**src/design/rcfs_pkg.sv**
```systemverilog
// Shared types and constants for the radio-link failsafe drive mapper.
// No dependencies; used by the mapper, the top level and the testbench.
package rcfs_pkg;

	localparam int unsigned PULSE_W = 11;

	typedef enum logic [1:0] {
		REG_TOP,
		REG_LIMIT,
		REG_WARMUP
	} reg_idx_t;

	typedef enum logic [2:0] {
		MOT_FULL_FWD,
		MOT_FWD,
		MOT_IDLE,
		MOT_REV,
		MOT_FULL_REV
	} mot_cls_t;

	typedef struct packed {
		logic [PULSE_W-1:0] pulse;
		mot_cls_t           cls;
		logic [7:0]         raw;
	} map_t;

	localparam logic [15:0]        CENTER_WORD  = 16'd512;
	localparam logic [PULSE_W-1:0] INIT_PULSE   = 11'd1520;
	localparam logic [15:0]        TOP_RESET    = 16'd19999;
	localparam logic [7:0]         LIMIT_RESET  = 8'd40;
	localparam logic [7:0]         WARMUP_RESET = 8'd4;
	localparam logic [15:0]        SERVO_RESET  = 16'd18479;
	localparam logic [1:0]         TURN_HAZARD  = 2'd3;

endpackage

```
**src/design/rcfs_pkt_if.sv**
```systemverilog
// Input channel of the failsafe drive mapper: one packet item per tick.
// Depends on nothing.
interface rcfs_pkt_if;
	logic        valid;
	logic        ready;
	logic        packet_ready;
	logic [15:0] servo_word;
	logic [15:0] motor_word;
	logic [7:0]  signal_byte;

	modport source (output valid, packet_ready, servo_word, motor_word, signal_byte,
		input ready);
	modport sink (input valid, packet_ready, servo_word, motor_word, signal_byte,
		output ready);
endinterface

```
**src/design/rcfs_drv_if.sv**
```systemverilog
// Result channel of the failsafe drive mapper: held drive outputs per tick.
// Depends on nothing.
interface rcfs_drv_if;
	logic        valid;
	logic        ready;
	logic [15:0] servo_compare;
	logic [7:0]  motor_a_duty;
	logic [7:0]  motor_b_duty;
	logic [1:0]  turn_code;
	logic        radio_init_req;
	logic        radio_reset_req;
	logic        link_lost;

	modport source (output valid, servo_compare, motor_a_duty, motor_b_duty, turn_code,
		radio_init_req, radio_reset_req, link_lost, input ready);
	modport sink (input valid, servo_compare, motor_a_duty, motor_b_duty, turn_code,
		radio_init_req, radio_reset_req, link_lost, output ready);
endinterface

```
**src/design/rcfs_map.sv**
```systemverilog
// Servo and motor word mapping: deadzone, clamp, constant-divisor scaling.
// Depends on rcfs_pkg.
module rcfs_map (
	input  logic [15:0]     servo_word,
	input  logic [15:0]     motor_word,
	output rcfs_pkg::map_t  map
);

	localparam logic [16:0] RECIP_17  = 17'd61681;
	localparam logic [17:0] RECIP_333 = 18'd201529;
	localparam logic [12:0] RECIP_21  = 13'd6242;

	logic [9:0]  p_raw;
	logic [9:0]  p_dz;
	logic [9:0]  p;
	logic [9:0]  x;
	logic [14:0] n_servo;
	logic [31:0] prod_servo;
	logic [9:0]  d_fwd;
	logic [9:0]  d_rev;
	logic [16:0] n_fwd;
	logic [16:0] n_rev;
	logic [34:0] prod_fwd;
	logic [25:0] prod_rev;
	logic [7:0]  q_fwd;
	logic [7:0]  q_rev;

	always_comb begin
		p_raw = servo_word[9:0];
		p_dz  = (p_raw >= 10'd502 && p_raw <= 10'd522) ? 10'd512 : p_raw;
		if (p_dz < 10'd170) begin
			p = 10'd170;
		end else if (p_dz > 10'd850) begin
			p = 10'd850;
		end else begin
			p = p_dz;
		end
		x          = p - 10'd170;
		n_servo    = 15'({x, 5'd0}) - 15'({x, 2'd0});
		prod_servo = 32'(n_servo) * 32'(RECIP_17);
		map.pulse  = 11'(prod_servo[30:20]) + 11'd800;
	end

	always_comb begin
		d_fwd    = 10'd850 - motor_word[9:0];
		d_rev    = 10'd506 - motor_word[9:0];
		n_fwd    = 17'({d_fwd[8:0], 8'd0}) - 17'(d_fwd[8:0]);
		n_rev    = 17'({d_rev[8:0], 8'd0}) - 17'(d_rev[8:0]);
		prod_fwd = 35'(n_fwd) * 35'(RECIP_333);
		prod_rev = 26'(n_rev[16:4]) * 26'(RECIP_21);
		q_fwd    = prod_fwd[33:26];
		q_rev    = prod_rev[24:17];

		if (motor_word > 16'd850) begin
			map.cls = rcfs_pkg::MOT_FULL_FWD;
		end else if (motor_word > 16'd517) begin
			map.cls = rcfs_pkg::MOT_FWD;
		end else if (motor_word > 16'd506) begin
			map.cls = rcfs_pkg::MOT_IDLE;
		end else if (motor_word > 16'd169) begin
			map.cls = rcfs_pkg::MOT_REV;
		end else begin
			map.cls = rcfs_pkg::MOT_FULL_REV;
		end
		map.raw = (map.cls == rcfs_pkg::MOT_FWD) ? q_fwd : 8'd255 - q_rev;
	end

endmodule

```
**src/design/rc_link_failsafe_drive_mapper.sv**
```systemverilog
// Registers: input, map and output; an accepted item passes through them in that order.
// Throughput: one item per cycle unless stalled; the link state updates once per item in the map stage.
// Input is stalled only while all three stages are full and the result is not taken.
// Reset: asynchronous, active low; link mode init, counts zero, holds at center/brake values,
// configuration at its defaults. No clearing pass.
// Depends on rcfs_pkg, rcfs_pkt_if, rcfs_drv_if and rcfs_map.
module rc_link_failsafe_drive_mapper (
	input  logic              clk,
	input  logic              arst_n,
	rcfs_pkt_if.sink          pkt,
	rcfs_drv_if.source        drive,
	input  logic              psel,
	input  logic              penable,
	input  logic              pwrite,
	input  logic [3:0]        paddr,
	input  logic [31:0]       pwdata,
	output logic [31:0]       prdata,
	output logic              pready
);

	typedef enum logic [1:0] {
		MODE_INIT,
		MODE_READ,
		MODE_LOST
	} mode_t;

	localparam logic [16:0] RECIP_255 = 17'd16449;

	logic [15:0] top_q;
	logic [7:0]  limit_q;
	logic [7:0]  warmup_q;

	mode_t       mode_q;
	mode_t       mode_nx;
	logic [7:0]  drop_q;
	logic [7:0]  drop_nx;
	logic [7:0]  drop_inc;
	logic [7:0]  warm_q;
	logic [7:0]  warm_nx;

	logic        v1_q;
	logic        v2_q;
	logic        vout_q;
	logic        adv2;
	logic        adv3;

	logic        ready_s1;
	logic [15:0] servo_s1;
	logic [15:0] motor_s1;
	logic [1:0]  turn_s1;

	logic        init_c;
	logic        rreq_c;
	logic        apply_c;
	logic        fail_c;
	logic [15:0] servo_in;
	logic [15:0] motor_in;
	rcfs_pkg::map_t map;

	logic        init_s2;
	logic        rreq_s2;
	logic        lost_s2;
	logic        upd_servo_s2;
	logic        upd_motor_s2;
	logic        upd_turn_s2;
	logic [rcfs_pkg::PULSE_W-1:0] pulse_s2;
	rcfs_pkg::mot_cls_t cls_s2;
	logic [7:0]  raw_s2;
	logic [1:0]  turn_s2;

	logic [13:0] n_duty;
	logic [30:0] prod_duty;
	logic [7:0]  duty;
	logic [7:0]  duty_a;
	logic [7:0]  duty_b;

	assign pready = 1'b1;

	always_ff @(posedge clk or negedge arst_n) begin
		if (!arst_n) begin
			top_q    <= rcfs_pkg::TOP_RESET;
			limit_q  <= rcfs_pkg::LIMIT_RESET;
			warmup_q <= rcfs_pkg::WARMUP_RESET;
		end else if (psel && penable && pwrite) begin
			unique case (paddr[3:2])
				rcfs_pkg::REG_TOP:    top_q    <= pwdata[15:0];
				rcfs_pkg::REG_LIMIT:  limit_q  <= pwdata[7:0];
				rcfs_pkg::REG_WARMUP: warmup_q <= pwdata[7:0];
				default: ;
			endcase
		end
	end

	always_comb begin
		unique case (paddr[3:2])
			rcfs_pkg::REG_TOP:    prdata = 32'(top_q);
			rcfs_pkg::REG_LIMIT:  prdata = 32'(limit_q);
			rcfs_pkg::REG_WARMUP: prdata = 32'(warmup_q);
			default:              prdata = 32'd0;
		endcase
	end

	assign adv3      = v2_q && (!vout_q || drive.ready);
	assign adv2      = v1_q && (!v2_q || adv3);
	assign pkt.ready = !v1_q || adv2;

	always_ff @(posedge clk or negedge arst_n) begin
		if (!arst_n) begin
			v1_q <= 1'b0;
		end else if (pkt.ready) begin
			v1_q <= pkt.valid;
		end
	end

	always_ff @(posedge clk) begin
		if (pkt.valid && pkt.ready) begin
			ready_s1 <= pkt.packet_ready;
			servo_s1 <= pkt.servo_word;
			motor_s1 <= pkt.motor_word;
			turn_s1  <= pkt.signal_byte[1:0];
		end
	end

	always_comb begin
		mode_nx  = mode_q;
		drop_nx  = drop_q;
		warm_nx  = warm_q;
		drop_inc = drop_q + 8'd1;
		init_c   = 1'b0;
		rreq_c   = 1'b0;
		apply_c  = 1'b0;
		fail_c   = 1'b0;
		unique case (mode_q)
			MODE_INIT: begin
				drop_nx = 8'd0;
				warm_nx = 8'd0;
				init_c  = 1'b1;
				mode_nx = MODE_READ;
			end
			MODE_READ, MODE_LOST: begin
				if (ready_s1) begin
					drop_nx = 8'd0;
					if (warm_q == warmup_q) begin
						apply_c = 1'b1;
						mode_nx = MODE_READ;
					end else begin
						warm_nx = warm_q + 8'd1;
					end
				end else if (drop_inc == limit_q) begin
					drop_nx = 8'd0;
					if (mode_q == MODE_READ) begin
						fail_c  = 1'b1;
						warm_nx = 8'd0;
						mode_nx = MODE_LOST;
					end else begin
						rreq_c = 1'b1;
					end
				end else begin
					drop_nx = drop_inc;
				end
			end
			default: mode_nx = MODE_INIT;
		endcase
	end

	assign servo_in = fail_c ? rcfs_pkg::CENTER_WORD : servo_s1;
	assign motor_in = fail_c ? rcfs_pkg::CENTER_WORD : motor_s1;

	rcfs_map u_map (
		.servo_word (servo_in),
		.motor_word (motor_in),
		.map        (map)
	);

	always_ff @(posedge clk or negedge arst_n) begin
		if (!arst_n) begin
			mode_q <= MODE_INIT;
			drop_q <= 8'd0;
			warm_q <= 8'd0;
			v2_q   <= 1'b0;
		end else begin
			if (adv2) begin
				mode_q <= mode_nx;
				drop_q <= drop_nx;
				warm_q <= warm_nx;
			end
			if (adv2) begin
				v2_q <= 1'b1;
			end else if (adv3) begin
				v2_q <= 1'b0;
			end
		end
	end

	always_ff @(posedge clk) begin
		if (adv2) begin
			init_s2      <= init_c;
			rreq_s2      <= rreq_c;
			lost_s2      <= (mode_nx == MODE_LOST);
			upd_servo_s2 <= init_c || apply_c || fail_c;
			upd_motor_s2 <= init_c || apply_c || fail_c;
			upd_turn_s2  <= apply_c || fail_c;
			pulse_s2     <= init_c ? rcfs_pkg::INIT_PULSE : map.pulse;
			cls_s2       <= init_c ? rcfs_pkg::MOT_IDLE : map.cls;
			raw_s2       <= map.raw;
			turn_s2      <= fail_c ? rcfs_pkg::TURN_HAZARD : turn_s1;
		end
	end

	always_comb begin
		n_duty    = 14'({raw_s2, 5'd0}) + 14'({raw_s2, 4'd0}) + 14'({raw_s2, 1'd0});
		prod_duty = 31'(n_duty) * 31'(RECIP_255);
		duty      = 8'(prod_duty[27:22]) + 8'd175;
		unique case (cls_s2)
			rcfs_pkg::MOT_FULL_FWD: begin
				duty_a = 8'd255;
				duty_b = 8'd0;
			end
			rcfs_pkg::MOT_FWD: begin
				duty_a = 8'd255;
				duty_b = duty;
			end
			rcfs_pkg::MOT_REV: begin
				duty_a = duty;
				duty_b = 8'd255;
			end
			rcfs_pkg::MOT_FULL_REV: begin
				duty_a = 8'd0;
				duty_b = 8'd255;
			end
			default: begin
				duty_a = 8'd255;
				duty_b = 8'd255;
			end
		endcase
	end

	always_ff @(posedge clk or negedge arst_n) begin
		if (!arst_n) begin
			vout_q                <= 1'b0;
			drive.servo_compare   <= rcfs_pkg::SERVO_RESET;
			drive.motor_a_duty    <= 8'd255;
			drive.motor_b_duty    <= 8'd255;
			drive.turn_code       <= 2'd0;
			drive.radio_init_req  <= 1'b0;
			drive.radio_reset_req <= 1'b0;
			drive.link_lost       <= 1'b0;
		end else begin
			if (adv3) begin
				vout_q <= 1'b1;
			end else if (drive.ready) begin
				vout_q <= 1'b0;
			end
			if (adv3) begin
				if (upd_servo_s2) begin
					drive.servo_compare <= top_q - 16'(pulse_s2);
				end
				if (upd_motor_s2) begin
					drive.motor_a_duty <= duty_a;
					drive.motor_b_duty <= duty_b;
				end
				if (upd_turn_s2) begin
					drive.turn_code <= turn_s2;
				end
				drive.radio_init_req  <= init_s2;
				drive.radio_reset_req <= rreq_s2;
				drive.link_lost       <= lost_s2;
			end
		end
	end

	assign drive.valid = vout_q;

	a_req_excl: assert property (@(posedge clk) disable iff (!arst_n)
		vout_q |-> !(drive.radio_init_req && drive.radio_reset_req))
		else $error("init and reset requests in one item");

	a_init_not_lost: assert property (@(posedge clk) disable iff (!arst_n)
		vout_q && drive.radio_init_req |-> !drive.link_lost)
		else $error("init item reports lost link");

	a_stall_full: assert property (@(posedge clk) disable iff (!arst_n)
		!pkt.ready |-> v1_q && v2_q && vout_q && !drive.ready)
		else $error("input stalled with a free stage");

	a_adv_moves: assert property (@(posedge clk) disable iff (!arst_n)
		adv2 |=> v2_q)
		else $error("advanced item lost in map stage");

endmodule

```
**src/flat_wrapper.sv**
```systemverilog
// flat-port wrapper written by rule: the top's interface ports become plain ports
module rc_link_failsafe_drive_mapper_flat 
  (clk, arst_n, psel, penable, pwrite, paddr, pwdata, prdata, pready, pkt_valid, pkt_packet_ready, pkt_servo_word, pkt_motor_word, pkt_signal_byte, pkt_ready, drive_valid, drive_servo_compare, drive_motor_a_duty, drive_motor_b_duty, drive_turn_code, drive_radio_init_req, drive_radio_reset_req, drive_link_lost, drive_ready);
  rcfs_pkt_if pkt_i ();
  rcfs_drv_if drive_i ();
  input  logic clk;
  input  logic arst_n;
  input  logic psel;
  input  logic penable;
  input  logic pwrite;
  input  logic [3:0] paddr;
  input  logic [31:0] pwdata;
  output logic [31:0] prdata;
  output logic pready;
  input wire logic [$bits(pkt_i.valid)-1:0] pkt_valid;
  input wire logic [$bits(pkt_i.packet_ready)-1:0] pkt_packet_ready;
  input wire logic [$bits(pkt_i.servo_word)-1:0] pkt_servo_word;
  input wire logic [$bits(pkt_i.motor_word)-1:0] pkt_motor_word;
  input wire logic [$bits(pkt_i.signal_byte)-1:0] pkt_signal_byte;
  output wire logic [$bits(pkt_i.ready)-1:0] pkt_ready;
  output wire logic [$bits(drive_i.valid)-1:0] drive_valid;
  output wire logic [$bits(drive_i.servo_compare)-1:0] drive_servo_compare;
  output wire logic [$bits(drive_i.motor_a_duty)-1:0] drive_motor_a_duty;
  output wire logic [$bits(drive_i.motor_b_duty)-1:0] drive_motor_b_duty;
  output wire logic [$bits(drive_i.turn_code)-1:0] drive_turn_code;
  output wire logic [$bits(drive_i.radio_init_req)-1:0] drive_radio_init_req;
  output wire logic [$bits(drive_i.radio_reset_req)-1:0] drive_radio_reset_req;
  output wire logic [$bits(drive_i.link_lost)-1:0] drive_link_lost;
  input wire logic [$bits(drive_i.ready)-1:0] drive_ready;
  assign pkt_i.valid = pkt_valid;
  assign pkt_i.packet_ready = pkt_packet_ready;
  assign pkt_i.servo_word = pkt_servo_word;
  assign pkt_i.motor_word = pkt_motor_word;
  assign pkt_i.signal_byte = pkt_signal_byte;
  assign pkt_ready = pkt_i.ready;
  assign drive_valid = drive_i.valid;
  assign drive_servo_compare = drive_i.servo_compare;
  assign drive_motor_a_duty = drive_i.motor_a_duty;
  assign drive_motor_b_duty = drive_i.motor_b_duty;
  assign drive_turn_code = drive_i.turn_code;
  assign drive_radio_init_req = drive_i.radio_init_req;
  assign drive_radio_reset_req = drive_i.radio_reset_req;
  assign drive_link_lost = drive_i.link_lost;
  assign drive_i.ready = drive_ready;
  rc_link_failsafe_drive_mapper u_core (.clk(clk), .arst_n(arst_n), .pkt(pkt_i), .drive(drive_i), .psel(psel), .penable(penable), .pwrite(pwrite), .paddr(paddr), .pwdata(pwdata), .prdata(prdata), .pready(pready));
endmodule
```
**config.mk**
```make
export PLATFORM = sky130hd
export DESIGN_NAME = rc_link_failsafe_drive_mapper_flat
export DESIGN_NICKNAME = d
export VERILOG_FILES = /design/src/design/rcfs_pkg.sv /design/src/design/rcfs_pkt_if.sv /design/src/design/rcfs_drv_if.sv /design/src/design/rcfs_map.sv /design/src/design/rc_link_failsafe_drive_mapper.sv /design/src/flat_wrapper.sv
export SDC_FILE = /design/constraint.sdc
export NUM_CORES = 1
export LEC_CHECK = 0
export BUFFER_PORTS_ARGS = -buffer_cell sky130_fd_sc_hd__buf_4
export CAP_MARGIN = 20
export CORE_MARGIN = 10
export CORE_UTILIZATION = 60
export CTS_CLUSTER_DIAMETER = 100
export CTS_CLUSTER_SIZE = 40
export DETAILED_ROUTE_END_ITERATION = 7
export PLACE_DENSITY_LB_ADDON = 0.12
export SLEW_MARGIN = 10
export SYNTH_ARGS = -nofsm -noshare
export SYNTH_HDL_FRONTEND = slang
export SYNTH_HIERARCHICAL = 1
export SYNTH_SLANG_ARGS = --single-unit
```
**constraint.sdc**
```tcl
create_clock -name clk -period 15.03 [get_ports clk]
set_input_delay 0.7515 -clock clk [delete_from_list [all_inputs] [get_ports clk]]
set_output_delay 0.7515 -clock clk [all_outputs]
set_load 0.02 [all_outputs]
```
Word-level counts from Yosys, hierarchy flattened
Cells that the tools add are included.
{"block": "totals", "regBits": 148, "input_bits": 84, "out_inout_bits": 72, "elab_cells": 140}
{"block": "classes", "n_addsub": 14, "mul": 4, "magnitude_cmp": 8, "eq_ne": 14, "n_mux": 39, "n_bitwise": 2, "n_reduce_logical": 30}
{"cell": "$pmux 8 s2", "n": 4}
{"cell": "$mux 8", "n": 7}
{"cell": "$pmux 16 s3", "n": 1}
{"cell": "$mux 10", "n": 4}
{"cell": "$mul 17x18->34 const B", "n": 1}
{"cell": "$sub 17x9->17", "n": 2}
{"cell": "$gt 16x10->1 const B", "n": 2}
{"cell": "$mul 15x16->31 const B", "n": 1}
{"cell": "$mul 14x15->28 const B", "n": 1}
{"cell": "$mul 13x12->24 const B", "n": 1}
{"cell": "$sub 9x9->9 const A", "n": 2}
{"cell": "$add 8x1->8 const B", "n": 2}
{"cell": "$eq 8x8->1", "n": 2}
{"cell": "$gt 16x8->1 const B", "n": 1}
{"cell": "$gt 16x9->1 const B", "n": 1}
{"cell": "$mux 16", "n": 1}
{"cell": "$sub 16x11->16", "n": 1}
{"cell": "$sub 15x12->15", "n": 1}
{"cell": "$add 13x12->14", "n": 1}
{"cell": "$add 14x9->14", "n": 1}
{"cell": "$mux 1", "n": 13}
{"cell": "$mux 3", "n": 4}
{"cell": "$reduce_and 2->1", "n": 6}
{"cell": "$add 11x10->11 const B", "n": 1}
{"cell": "other kinds (26)", "n": 50}

Longest topological paths before layout
Gate-level depths: netlist (run 1).
{"block": "depth", "word_depth": 16, "mapped_depth": 49, "ltp_nobuf": 46}

Cells and area by module
The synthesis (run 1) kept the hierarchy.
{"mod": "rcfs_map", "n_inst": 1, "cells_per_inst": 1333, "area_per_inst_um2": 11900.2, "seq_area_each_um2": 0.0}
{"mod": "rc_link_failsafe_drive_mapper", "n_inst": 1, "cells_per_inst": 788, "area_per_inst_um2": 8760.9, "seq_area_each_um2": 4217.8}

Least setup slack after synthesis (run 1)
Ideal clock, no wire load.
{"block": "synth_timing", "path_kind": "reg-to-reg", "from": "reg u_core.drop_q[0]", "to": "reg u_core/pulse_s2[10] (netlist name), data pin", "setup_time_ns": 0.262, "t_arrival_ns": 11.581, "t_required_ns": 14.768, "slack_ns": 3.186, "stages_incl_launch_ff": 47, "path_buffers": 2, "period_less_slack_ns": 11.844, "path_cell_list": "dfrtp_1 > ha_1 > and3_1 > a31o_2 > o2bb2a_1 > nand4_1 > nor2_1 > nand3_1 > clkbuf_1 > and2_1 > clkbuf_1 > or2_2 > a221o_2 > or2_2 > a31o_2 > a21o_1 > a21oi_1 > inv_1 > [11 not listed] > fa_1 > fa_1 > inv_1 > fa_1 > ha_1 > ha_1 > and3_1 > a311o_1 > o221ai_1 > nand2_1 > o31a_4 > a31oi_4 > nor2b_2 > o311ai_4 > o211ai_2 > a221oi_2 > xnor2_1 > or2_2"}
{"item": "start, declared", "line": "rc_link_failsafe_drive_mapper.sv:35", "rtl": "logic [7:0] drop_q;"}
{"item": "start signal, assigned", "line": "rc_link_failsafe_drive_mapper.sv:184", "rtl": "drop_q <= drop_nx;"}
{"item": "end signal, assigned", "line": "rc_link_failsafe_drive_mapper.sv:203", "rtl": "pulse_s2 <= init_c ? rcfs_pkg::INIT_PULSE : map.pulse;"}
{"item": "end, declared", "line": "rc_link_failsafe_drive_mapper.sv:66", "rtl": "logic [rcfs_pkg::PULSE_W-1:0] pulse_s2;"}

==> results of run 1 <==
## sequential cells by signal, summed over array words and instances (netlist names), 10 cells and up
signal                      flops
u_core/top_q                   16
u_core/drive.servo_compare     16
u_core/servo_s1                10
u_core/pulse_s2                11
u_core/motor_s1                16
## per-layer routing
metal / vias up / part of all wire (%)
met3: 48 / 5.0
met1: 7270 / 46
met5: - / 0
li1: 7345 / -
met2: 342 / 47
met4: 0 / 1.7
## layout make-up
| type | instances | area [µm²] | area share [%] |
|---|---|---|---|
| multi-input cells | 1572 | 14900 | 67.0 |
| flip-flops and latches | 148 | 4040 | 18.2 |
| inverters | 338 | 1270 | 5.71 |
| repair buffers | 119 | 898 | 4.05 |
| well taps | 448 | 561 | 2.52 |
| clock buffers | 17 | 425 | 1.92 |
| clock inverters | 15 | 145 | 0.654 |
## cells in the final DEF (no fill, tap or decap), types with 58 or more instances in the layout
cell type and instances:
ha_1 406, inv_1 337, fa_1 158, buf_4 117, nand2_1 115, o21ai_0 91
xnor2_1 85, a21oi_1 80, nor2_1 68, edfxtp_1 58
## worst max-delay path by stage
| stage | startpoint | end | slack [ns] | depth (start not counted) |
|---|---|---|---|---|
| 3_3_place_gp | u_core/drop_q[0] | u_core/pulse_s2[10] | 1.78 | 44 |
| 3_5_place_dp | u_core/drop_q[0] | u_core/pulse_s2[10] | 1.47 | 44 |
| 6_report | u_core/drop_q[0] | u_core/pulse_s2[10] | 1.26 | 44 |
| 4_1_cts | u_core/drop_q[0] | u_core/pulse_s2[10] | 1.43 | 44 |
| 2_1_floorplan | u_core/drop_q[0] | u_core/pulse_s2[10] | 3.21 | 46 |
| 5_1_grt | u_core/drop_q[0] | u_core/pulse_s2[10] | 0.33 | 44 |
## critical path, delay by kind of cell, from the launching register on
family / cells / cell delay [ns]
XOR/XNOR: 2 / 0.40
flip-flops: 1 / 0.43
AND/OR/NAND/NOR: 10 / 2.62
AO/OA/AOI/OAI: 19 / 5.76
adder cells (fa/ha/maj): 10 / 3.96
buffers and inverters: 3 / 0.37
## through the flow
stage               setup slack (ns)  std cells
global route                   0.331       2657
finish                          1.26       2657
floorplan                       3.21       2124
CTS                             1.43       2656
detailed placement              1.47       2624
global placement                1.78       2623
==> impl_results.md, run 1 <==
- Antenna diodes: 0
- Avg Cell Area, Syn: 9.69 µm²
- Status: finished clean
- TritonCTS buffer count: 17
- Fillers: 2,709
- Fmax: slightly above 70 MHz
- Slew margin rel.: around a third
- Yosys Warn Count: 6
- Worst hold path class: input pin to asynchronous set/reset pin
- GRT overflow: 0
- WL/cell: approximately 17 µm
- Crit path time final: about 14 ns
- Final setup skew: around 0.024 ns
- Reg2reg start: u_core/drop_q[0]
- Die W: ~200 µm
- CTS Hold Bufs: 0
- Setup TNS: 0 ns
- Initial antenna violation count: 0
- Reg2reg setup slack: 1.26 ns
- FF-to-FF path depth: 44
- Residual DRC: 0
- Post-Synthesis Cells: 2,109
- Die Footprint: around 0.042 mm²
- Starting DRC count in detailed routing: 760
- WS Path Type: flop to flop
- DIE HEIGHT: ~200 µm
- DP HPWL: 38,100 µm
- Gr busiest metal: met2
- CP max stage cell: a2111oi_0
- Worst Hold Slack: around 0.27 ns
- Row count: 67
- Root Buffer: clkbuf_16
- Final-report setup violation count: 0
- Startpoint Class: flop
- Worst EP arrival: 13.98 ns
- Reg2reg end: u_core/pulse_s2[10]
- Crit path max fanout: 17
- Layout area overhead: 8.62%
- Skew-Pair Late Insertion Delay: around 0.45 ns
- Max Buffers Root-to-Sink: 2
- Grt met2 use: 36.7%
- Num ports: about 160
- DR pass1 iterations: 5
- Kind of end point of the critical path: flop
- Area of the core: about 0.034 mm²
- Clock Sink Count: 148
- Crit-path max cell delay: about 0.62 ns
- Maxcap violations: 0
- Area after DPL: around 0.022 mm²
- Worst-path clk slew: 0.09 ns
- Final Cycle Share: between 90 and 100%
- Port buffer count: between 100 and 150
- Worst path most repeated cell: fa_1
- H-tree levels: 4
- Cell Area, Synth: about 0.020 mm²
- Initial core utilization: about 60%
- CTS tree: done
- Global-route wire length before repair: 76,100 µm
- Share of post-route cells with drive strength above 1: about an eighth
- Slew Viols, Final: 0
- Total track usage: between 20 and 25%
- Final #Nets: 2,844
- Final Hold Vio Count: 0
- CP required: between 15 and 20 ns
- Slew @ Worst Pin: approximately 1 ns
- Cts repair resizes: 0
- Fin util: between 60% and 70%
- Vias in the first global route: approximately 15,000
- Setup bufs post-CTS: 0
- Grt met3 use: 3.51%
- Post-Route WL: 45,700 µm
- Cell area after layout: about 0.022 mm²
- GRT met1 Usage: 30.1%
- Routed vias: between 15,000 and 20,000
- Vias per cell: 5.65
- Largest net degree at the start of global routing: 55
- Routability-driven placement congestion ratio: between 0.9 and 1
- Routed Antenna Nets: 0
- RSZ-0062 raised after global routing: no
Power of run 1 is not shown: default switching activity piles up to over one toggle a cycle in this logic, so the estimate is an artifact.
==> inputs of run 2 (changes only) <==
Settings changed: CORE_UTILIZATION 60 to 46.
==> impl_results.md, run 2 (synthesis results as in run 1) <==
- Status: finished clean
- Worst EP arrival: 13.28 ns (-0.70 ns)
- TritonCTS buffer count: 17 (unchanged)
- Final setup skew: 0.0149 ns (-0.00906 ns)
- DR pass1 iterations: 5 (unchanged)
- Setup TNS: 0 ns (unchanged)
- Cts repair resizes: 0 (unchanged)
- Slew margin rel.: 34.2% (+0.11 points)
- H-tree levels: 4 (unchanged)
- Kind of end point of the critical path: flop
- Slew Viols, Final: 0 (unchanged)
- Clock Sink Count: 148 (unchanged)
- Num ports: 156 (unchanged)
- Most common cell after layout, fill and taps aside: ha_1
- Die W: 231 µm (+13%)
- Row count: 77 (+15%)
- CP required: 15.23 ns (about the same)
- Routed Antenna Nets: 0 (unchanged)
- WS Path Type: flop to flop
- Biggest regs: u_core/drive.servo_compare x16, u_core/motor_s1 x16, u_core/top_q x16
- Worst path most repeated cell: fa_1
- Slew @ Worst Pin: 0.981 ns (-0.00161 ns)
- Startpoint Class: flop
- Final Cycle Share: 87.1% (-4.6 points)
- Root Buffer: clkbuf_16
- CP max stage cell: fa_1
- GRT overflow: 0 (unchanged)
- DIE HEIGHT: 231 µm (+13%)
- Worst-path clk slew: 0.06 ns (-0.03 ns)
- Share of post-route cells with drive strength above 1: 12.4% (unchanged)
- Final-report setup violation count: 0 (unchanged)
- Worst hold path class: input pin to asynchronous set/reset pin
- Vias per cell: 5.19 (-8.2%)
- DP HPWL: 39,300 µm (+3.1%)
- WL/cell: 16.5 µm (-3.8%)
- CTS Hold Bufs: 0 (unchanged)
- Final #Nets: 2,844 (unchanged)
- Layout area overhead: 9.62%
- Routability-driven placement congestion ratio: 0.898 (-2.0%)
- Final Hold Vio Count: 0 (unchanged)
- Most frequent cells in the layout: ha_1 (406), inv_1 (337), fa_1 (158)
- Largest net degree at the start of global routing: 58 (+5.5%)
- Total track usage: 17.9% (-4.4 points)
- Crit path max fanout: 28 (+11)
- Fmax: 76.4 MHz (+5.3%)
- Routed vias: 14,531 (-3.2%)
- Port buffer count: 108 (unchanged)
- RSZ-0062 raised after global routing: no
- Max Buffers Root-to-Sink: 2 (unchanged)
- Area of the core: 0.0441 mm² (+31%)
- Skew-Pair Late Insertion Delay: 0.46 ns (about the same)
- Maxcap violations: 0 (unchanged)
- Die Footprint: 0.0533 mm² (+27%)
- Reg2reg setup slack: 1.95 ns (+0.69 ns)
- Crit path time final: 13.08 ns (-0.688 ns)
- Crit-path max cell delay: 0.60 ns (-0.02 ns)
- CTS tree: done
- Post-Route WL: 46,400 µm (+1.5%)
- Fillers: 4,145 (+53%)
- Vias in the first global route: 15,116 (-0.31%)
- Initial core utilization: 46.3% (-14 points)
- Residual DRC: 0 (unchanged)
- Initial antenna violation count: 3 (+3)
- Setup bufs post-CTS: 0 (unchanged)
- Global-route wire length before repair: 77,900 µm (+2.4%)
- Starting DRC count in detailed routing: 591 (-22%)
[run 2: cell count changes in the layout (fill, tap and decap cells not counted), sizes merged]
| cell | delta |
|---|---|
| clkbuf | +3 |
| clkinvlp | -2 |
| clkinv | -2 |
| diode | +1 |
| bufinv | +1 |
[run 2: per-layer routing]
| metal | GRT usage (%) | share of wire [%] | vias to the layer above |
|---|---|---|---|
| met5 | 0 | 0.019 | - |
| met4 | 3.62 | 1.0 | 2 |
| met3 | 3.97 | 4.7 | 27 |
| met2 | 28.8 | 45 | 243 |
| met1 | 24.3 | 49 | 6929 |
| li1 | - | - | 7330 |
[run 2: final timing paths]
check                                               end                    startpoint  depth (start not counted)
max in group asynchronous              u_core/drop_q[7]                        arst_n                          2
max                                 u_core/pulse_s2[10]              u_core/drop_q[0]                         45
min in group clk           u_core/drive.motor_b_duty[7]  u_core/drive.motor_b_duty[7]                          2
min                                    u_core/top_q[13]                        arst_n                          1
min reg2reg                u_core/drive.motor_b_duty[7]  u_core/drive.motor_b_duty[7]                          2
max reg2reg                         u_core/pulse_s2[10]              u_core/drop_q[0]                         45
[run 2: worst max-delay path, delay by kind of cell, from the launching register on]
family	cells	cell delay, ns
compound gates	18	5.08
fa+ha+maj	9	3.90
simple gates	12	2.48
buf+inv	4	0.58
flops	1	0.44
xor+xnor	2	0.31
[run 2: per-stage QoR]
step | hold WS [ns] | std cells | util [%] | area [µm²] | setup WS [ns]
after detailed placement | 0.451 | 2769 | 49.4 | 21800 | 1.96
after CTS | 0.219 | 2801 | 50.8 | 22400 | 1.94
final | 0.244 | 2802 | 50.8 | 22400 | 1.95
after floorplan | 0.455 | 2124 | - | 20500 | 3.21
after global placement | 0.445 | 2768 | 49.4 | 21800 | 2.07
after global routing | 0.245 | 2801 | 50.8 | 22400 | 1.10
[run 2: layout make-up]
| type | instances | area [µm²] | share of cell area, % |
|---|---|---|---|
| Antenna cell | 1 | 2.50 | 0.0112 |
| Clock buffer | 20 | 458 | 2.04 |
| Clock inverter | 12 | 140 | 0.625 |
| Inverter | 338 | 1270 | 5.66 |
| Multi-Input combinational cell | 1572 | 14900 | 66.4 |
| Sequential cell | 148 | 4040 | 18.0 |
| Tap cell | 592 | 741 | 3.31 |
| Timing Repair Buffer | 119 | 891 | 3.98 |
Power of run 2 is left out for the same reason.
